`config.mk`:
```
export PLATFORM = sky130hd
export DESIGN_NAME = peer_table_with_aging
export DESIGN_NICKNAME = d
export VERILOG_FILES = /design/src/ptwa_pkg.sv /design/src/peer_table_with_aging.sv
export SDC_FILE = /design/constraint.sdc
export NUM_CORES = 2
export LEC_CHECK = 0
export ABC_CLOCK_PERIOD_IN_PS = 13900
export BUFFER_PORTS_ARGS = -buffer_cell sky130_fd_sc_hd__buf_2
export CAP_MARGIN = 10
export CORE_MARGIN = 8
export CORE_UTILIZATION = 30
export DETAILED_ROUTE_END_ITERATION = 7
export SETUP_SLACK_MARGIN = 0.5
export SLEW_MARGIN = 5
export SYNTH_ARGS = -nofsm -noshare
export SYNTH_HDL_FRONTEND = slang
export SYNTH_SLANG_ARGS = --single-unit
```
`constraint.sdc`:
```
create_clock -name clk -period 13.9 [get_ports clk]
set_clock_uncertainty 0.15 [all_clocks]
set_input_delay 1.39 -clock clk [delete_from_list [all_inputs] [get_ports clk]]
set_output_delay 1.39 -clock clk [all_outputs]
set_load 0.01 [all_outputs]
```
`src/ptwa_pkg.sv`:
```
`default_nettype none

package ptwa_pkg;

    localparam int DEFAULT_TABLE_DEPTH = 64;
    localparam int ID_W                = 32;
    localparam int TIME_W              = 32;
    localparam int AGE_W               = 16;
    localparam int PEER_COUNT_W        = 7;
    localparam int CFG_DATA_W          = 32;

    localparam logic [ID_W-1:0]  OWN_ID_RESET  = '0;
    localparam logic [AGE_W-1:0] MAX_AGE_RESET = 16'd300;

    localparam logic OP_HEARD = 1'b0;
    localparam logic OP_PRUNE = 1'b1;

    localparam logic CFG_OWN_ID  = 1'b0;
    localparam logic CFG_MAX_AGE = 1'b1;

    typedef enum logic [2:0] {
        ST_REFRESHED = 3'd0,
        ST_ADDED     = 3'd1,
        ST_FULL      = 3'd2,
        ST_OWN       = 3'd3,
        ST_PRUNED    = 3'd4
    } status_t;

    typedef struct packed {
        logic              operation;
        logic [ID_W-1:0]   src_id;
        logic [TIME_W-1:0] now_seconds;
    } req_t;

    typedef struct packed {
        status_t                 status;
        logic [PEER_COUNT_W-1:0] peer_count;
    } rsp_t;

endpackage

`default_nettype wire

```
`src/peer_table_with_aging.sv`:
```
`default_nettype none

// Peer table with aging.
// Command channel: a beat on req is taken at a clock edge where start is high
// and busy is low. Every beat yields one beat on rsp, marked by done for one
// cycle; the receiver cannot stall and must take it then.
// Configuration: cfg_we writes cfg_data to register cfg_index (0 own_id,
// 1 max_age) at the clock edge; only write while busy is low.
// Sequencing of a beat:
//   heard from own ID: answered from idle, busy stays low.
//   heard, other ID:   one table read per cycle from entry 0, compare in the
//                      cycle after the read; refresh on match, else add/full.
//   prune:             entries read last first; a stale one gets the last entry.
// The table sits in two single-port-read RAMs (IDs, times) with registered
// read data; the sequencer does one read-compare-write at a time.
// busy drops in the cycle done is high, so the next beat can start then.
// Reset clears the count (table empty), own_id to 0 and max_age to 300;
// the RAM contents need no clearing.

module peer_table_with_aging
    import ptwa_pkg::*;
#(
    parameter int TABLE_DEPTH = DEFAULT_TABLE_DEPTH
) (
    input  wire logic                  clk,
    input  wire logic                  rst_n,
    input  wire logic                  start,
    output logic                       busy,
    input  wire req_t                  req,
    output logic                       done,
    output rsp_t                       rsp,
    input  wire logic                  cfg_we,
    input  wire logic                  cfg_index,
    input  wire logic [CFG_DATA_W-1:0] cfg_data
);

    localparam int CW = $clog2(TABLE_DEPTH + 1);
    localparam int AW = (TABLE_DEPTH > 1) ? $clog2(TABLE_DEPTH) : 1;
    localparam logic [CW-1:0] DEPTH_C = CW'(TABLE_DEPTH);

    typedef enum logic [4:0] {
        S_IDLE     = 5'b00001,
        S_HEARD    = 5'b00010,
        S_PR_ISSUE = 5'b00100,
        S_PR_CHECK = 5'b01000,
        S_PR_MOVE  = 5'b10000
    } state_t;

    state_t            state_reg, state_next;
    logic [CW-1:0]     count_reg, count_next;
    logic [CW-1:0]     idx_reg, idx_next;
    logic [AW-1:0]     pidx_reg, pidx_next;
    logic              pend_reg, pend_next;
    req_t              item_reg, item_next;
    logic [ID_W-1:0]   own_id_reg;
    logic [AGE_W-1:0]  max_age_reg;
    logic              done_reg, done_next;
    rsp_t              rsp_reg, rsp_next;

    logic [ID_W-1:0]   ids_mem   [TABLE_DEPTH];
    logic [TIME_W-1:0] times_mem [TABLE_DEPTH];
    logic [ID_W-1:0]   id_q;
    logic [TIME_W-1:0] time_q;

    logic              rd_en;
    logic [AW-1:0]     rd_addr;
    logic              id_we;
    logic              time_we;
    logic [AW-1:0]     wr_addr;

    logic [CW-1:0]     idx_dec;
    logic [CW-1:0]     last;
    logic [TIME_W-1:0] age;

    assign idx_dec = idx_reg - 1'b1;
    assign last    = count_reg - 1'b1;
    assign age     = item_reg.now_seconds - time_q;

    always_ff @(posedge clk)
    begin
        if (rd_en)
        begin
            id_q   <= ids_mem[rd_addr];
            time_q <= times_mem[rd_addr];
        end
        if (id_we)
        begin
            ids_mem[wr_addr] <= (state_reg == S_PR_MOVE) ? id_q : item_reg.src_id;
        end
        if (time_we)
        begin
            times_mem[wr_addr] <= (state_reg == S_PR_MOVE) ? time_q : item_reg.now_seconds;
        end
    end

    always_comb
    begin
        state_next = state_reg;
        count_next = count_reg;
        idx_next   = idx_reg;
        pidx_next  = pidx_reg;
        pend_next  = pend_reg;
        item_next  = item_reg;
        done_next  = 1'b0;
        rsp_next   = rsp_reg;
        rd_en      = 1'b0;
        rd_addr    = idx_reg[AW-1:0];
        id_we      = 1'b0;
        time_we    = 1'b0;
        wr_addr    = pidx_reg;

        unique case (state_reg)
            S_IDLE:
            begin
                if (start)
                begin
                    item_next = req;
                    if (req.operation == OP_PRUNE)
                    begin
                        idx_next   = count_reg;
                        state_next = S_PR_ISSUE;
                    end
                    else if (req.src_id == own_id_reg)
                    begin
                        done_next         = 1'b1;
                        rsp_next.status   = ST_OWN;
                        rsp_next.peer_count = PEER_COUNT_W'(count_reg);
                    end
                    else
                    begin
                        idx_next   = '0;
                        pend_next  = 1'b0;
                        state_next = S_HEARD;
                    end
                end
            end
            S_HEARD:
            begin
                if (pend_reg && id_q == item_reg.src_id)
                begin
                    time_we    = 1'b1;
                    wr_addr    = pidx_reg;
                    done_next  = 1'b1;
                    rsp_next.status     = ST_REFRESHED;
                    rsp_next.peer_count = PEER_COUNT_W'(count_reg);
                    state_next = S_IDLE;
                end
                else if (idx_reg == count_reg)
                begin
                    done_next = 1'b1;
                    if (count_reg < DEPTH_C)
                    begin
                        id_we      = 1'b1;
                        time_we    = 1'b1;
                        wr_addr    = count_reg[AW-1:0];
                        count_next = count_reg + 1'b1;
                        rsp_next.status = ST_ADDED;
                    end
                    else
                    begin
                        rsp_next.status = ST_FULL;
                    end
                    rsp_next.peer_count = PEER_COUNT_W'(count_next);
                    state_next = S_IDLE;
                end
                else
                begin
                    rd_en     = 1'b1;
                    rd_addr   = idx_reg[AW-1:0];
                    pend_next = 1'b1;
                    pidx_next = idx_reg[AW-1:0];
                    idx_next  = idx_reg + 1'b1;
                end
            end
            S_PR_ISSUE:
            begin
                if (idx_reg == '0)
                begin
                    done_next  = 1'b1;
                    rsp_next.status     = ST_PRUNED;
                    rsp_next.peer_count = PEER_COUNT_W'(count_reg);
                    state_next = S_IDLE;
                end
                else
                begin
                    rd_en      = 1'b1;
                    rd_addr    = idx_dec[AW-1:0];
                    state_next = S_PR_CHECK;
                end
            end
            S_PR_CHECK:
            begin
                if (age > TIME_W'(max_age_reg))
                begin
                    rd_en      = 1'b1;
                    rd_addr    = last[AW-1:0];
                    state_next = S_PR_MOVE;
                end
                else
                begin
                    idx_next   = idx_dec;
                    state_next = S_PR_ISSUE;
                end
            end
            S_PR_MOVE:
            begin
                id_we      = 1'b1;
                time_we    = 1'b1;
                wr_addr    = idx_dec[AW-1:0];
                count_next = last;
                idx_next   = idx_dec;
                state_next = S_PR_ISSUE;
            end
            default:
            begin
                state_next = S_IDLE;
            end
        endcase
    end

    always_ff @(posedge clk or negedge rst_n)
    begin
        if (!rst_n)
        begin
            state_reg   <= S_IDLE;
            count_reg   <= '0;
            pend_reg    <= 1'b0;
            done_reg    <= 1'b0;
            own_id_reg  <= OWN_ID_RESET;
            max_age_reg <= MAX_AGE_RESET;
        end
        else
        begin
            state_reg <= state_next;
            count_reg <= count_next;
            pend_reg  <= pend_next;
            done_reg  <= done_next;
            if (cfg_we)
            begin
                case (cfg_index)
                    CFG_OWN_ID:  own_id_reg  <= cfg_data[ID_W-1:0];
                    CFG_MAX_AGE: max_age_reg <= cfg_data[AGE_W-1:0];
                    default:     ;
                endcase
            end
        end
    end

    always_ff @(posedge clk)
    begin
        idx_reg  <= idx_next;
        pidx_reg <= pidx_next;
        item_reg <= item_next;
        rsp_reg  <= rsp_next;
    end

    assign busy = (state_reg != S_IDLE);
    assign done = done_reg;
    assign rsp  = rsp_reg;

    // checks

    a_count_bound: assert property (@(posedge clk) disable iff (!rst_n)
        count_reg <= DEPTH_C)
        else $error("peer count above table depth");

    a_done_idle: assert property (@(posedge clk) disable iff (!rst_n)
        done_reg |-> state_reg == S_IDLE)
        else $error("result beat while sequencer busy");

    a_added_grows: assert property (@(posedge clk) disable iff (!rst_n)
        done_reg && rsp_reg.status == ST_ADDED |->
            count_reg == CW'($past(count_reg) + 1'b1))
        else $error("add did not grow count by one");

    a_keep_count: assert property (@(posedge clk) disable iff (!rst_n)
        done_reg && (rsp_reg.status == ST_REFRESHED || rsp_reg.status == ST_FULL ||
            rsp_reg.status == ST_OWN) |-> $stable(count_reg))
        else $error("count changed on refresh, full or own beat");

    a_prune_shrinks: assert property (@(posedge clk) disable iff (!rst_n)
        $past(state_reg) == S_PR_MOVE |-> count_reg == CW'($past(count_reg) - 1'b1))
        else $error("prune move did not drop count by one");

endmodule

`default_nettype wire
```
==> results.cfg <==
[outcome]
status = complete, no violations

[cells_and_area]
syn_to_final_growth_pct = 14.0
layout_commonest_cell = edfxtp_1
layout.cells.most_common_list = 4247 x edfxtp_1, 1859 x nand2_1, 988 x mux2i_1
drive_gt1_frac = 0.141
nets = 11582
post-route-util = 0.343

[timing]
finalCriticalPeriod_ps = 9540
drv_slew = 0
tightest_slew_ps = 1350
setup_viol = 0
hold_violations = 0
slew-limit-headroom = 0.0980
max_freq_mhz = 105
tns_ps = 0
rsz0062_at_grt = no
min_period_over_period = 0.687

[die]
die_h_um = 777
start_util = 0.301
die_area_mm2 = 0.603
die_w_um = 777
ios = 114
placementRows = 279
core_area_mm2 = 0.577

[pwr]
powerDensity_mw_per_mm2 = 217
ir_drop_uv = 237
power_mw = 42.9
p_leak_nw = 65.6

[yosys]
synth_area_mm2 = 0.174
ys_ff_latch = 4309
synth_cells = 11307
synth_edf_count = 4247
synth_async_sr_flop_share = 0.0144
yosys_warnings = 0
avgSynthCellArea_um2 = 15.3
seq_area_frac_synth = 0.744
synth_fp_nets = 11461
yosysUniqueCellTypes = 89
synth_ff_type = edfxtp_1

[clock_network]
cts_tree = built
cts_buffers = 401
clock-root-buffer = clkbuf_16
cts_resized = 0
clock_latency_ps = 980
holdBufCountCts = 0
clk_path_buf_depth = 4
cts_sinks = 4309
clk_pin_slew_worst_paths_ps = 70
cts_htree_levels = 5
cts_setup_buffers = 0

[place]
place_congestion = 0.831
io_buffers = 113
dp_hpwl_mm = 285

[routing]
drt-vias-per-instance = 5.30
vias = 103460
drtIter0Drc = 12356
drc = 0
wl_per_cell_um = 26.9
ant_nets = 0
drt_pass1_iterations = 8
wl_mm = 525

[grt]
grt_overflow_total = 0
grt_pass1_vias = 99034
grt_pass1_wl_mm = 739
grt_start_max_net_pins = 134
grtUsageTotal = 0.166
antenna_found_initial = 44

[critical_path]
endpoint_kind = flop
criticalPathCategory = reg -> reg
critPathMaxFanout = 56
worstPathRequired_ps = 14420
start_kind = flop
arrival_ps = 10060

[min_path]
worstHoldPathType = reg -> reg

[flow_run]
cap_violations = 0
==> power breakdown <==
group	internal, mW	leakage [nW]	total [mW]	switching [mW]
clock network	5.98	6.11	10.8	4.83
logic	4.73	20.6	16.1	11.4
registers	15.6	38.9	15.9	0.331
==> path summary, 6_finish.rpt <==
| path | startpoint | to | slack (ps) | cells past startpoint |
|---|---|---|---|---|
| max in group asynchronous | rst_n | max_age_reg[10] | 12540 | 2 |
| hold reg to reg | max_age_reg[7] | max_age_reg[7] | 360 | 1 |
| setup reg to reg | time_q[1] | id_q[22] | 4360 | 24 |
| setup / recovery | time_q[1] | id_q[22] | 4360 | 24 |
| hold / removal | max_age_reg[7] | max_age_reg[7] | 360 | 1 |
| min in group asynchronous | rst_n | own_id_reg[21] | 470 | 2 |
==> worst max-delay path, stage by stage (launching register included) <==
cell and delay, ps:
edfxtp_1 650, fa_1 530, nand2b_1 200, a21oi_2 210
o211ai_1 190, a211oi_2 400, nor2_1 110, xnor2_1 140
ha_1 280, nand4_1 170, a311oi_1 90, a211o_1 280
a211oi_1 220, a21oi_1 90, nor4_1 240, o2111ai_1 490
nor4_4 630, mux2_2 540, o211ai_1 270, buf_4 880
buf_4 820, a211o_1 180, a41o_1 170, o21ai_0 450
or4_1 680
==> cell usage after synthesis (11+ instances only) <==
library cell | n | area share
xor2_1 | 24 | 0.0012
dfrtp_1 | 57 | 0.0082
nor3_1 | 421 | 0.012
buf_4 | 16 | 0.00069
buf_6 | 13 | 0.00084
o32a_1 | 59 | 0.0034
o22a_1 | 57 | 0.0029
xnor2_1 | 84 | 0.0042
nand3_1 | 678 | 0.020
mux2_2 | 291 | 0.019
and3_1 | 12 | 0.00043
o21a_1 | 16 | 0.00069
edfxtp_1 | 4247 | 0.74
nand4_1 | 54 | 0.0019
a221oi_2 | 56 | 0.0048
a211o_1 | 119 | 0.0060
buf_2 | 147 | 0.0042
o21ai_0 | 127 | 0.0037
mux4_2 | 63 | 0.0082
or4_1 | 61 | 0.0026
a41o_1 | 57 | 0.0033
a211oi_1 | 11 | 0.00048
a2111oi_0 | 14 | 0.00071
ha_1 | 51 | 0.0037
mux2i_1 | 988 | 0.057
nor4_1 | 75 | 0.0027
clkbuf_1 | 464 | 0.010
a221oi_1 | 79 | 0.0040
nor2_1 | 208 | 0.0045
a221o_1 | 63 | 0.0036
o22ai_1 | 72 | 0.0026
a32oi_1 | 69 | 0.0035
a31oi_1 | 187 | 0.0067
inv_1 | 72 | 0.0016
a21oi_1 | 125 | 0.0036
nand2_1 | 1907 | 0.041
a311oi_1 | 13 | 0.00066
o211ai_1 | 11 | 0.00048
buf_1 | 84 | 0.0018
==> per-stage QoR <==
stage / cells / setup WS, ps / cell area (um^2) / hold WS, ps
final: 19517 / 4360 / 198000 / 364
after global routing: 19499 / 3970 / 198000 / 373
after CTS: 19474 / 4520 / 198000 / 365
after detailed placement: 18751 / 4600 / 185000 / 344
after global placement: 18743 / 4190 / 185000 / 341
after floorplan: 11307 / 7380 / 174000 / 274
==> layer usage <==
layer / track usage / wire length (um)
met1: 0.224 / 213000
met2: 0.270 / 246000
met3: 0.0253 / 43600
met4: 0.0639 / 21500
met5: 0 / 29
==> cell type report <==
type | count | area (um^2)
well taps | 7727 | 9670
clock buffers | 495 | 10600
clock inverters | 228 | 1890
multi-input cells | 6201 | 42800
repair buffers | 442 | 3350
flip-flops and latches | 4309 | 129000
fillers | 55134 | 379000
diodes | 42 | 105
inverters | 73 | 274
==> cells by family (layout without fill, tap and decap cells) <==
logic type	after synthesis	after routing	share of synthesized area
and+or+nand+nor	3472	3472	0.0876
other	0	42	0
muxes	1343	1343	0.0841
AOI/OAI and AO/OA	1225	1225	0.0557
buffers and inverters	797	1238	0.0192
DFF	4309	4309	0.744
xor gates and xnor gates	109	109	0.00555
adders and majority gates	52	52	0.00379
(Power assumes the default switching activity.)
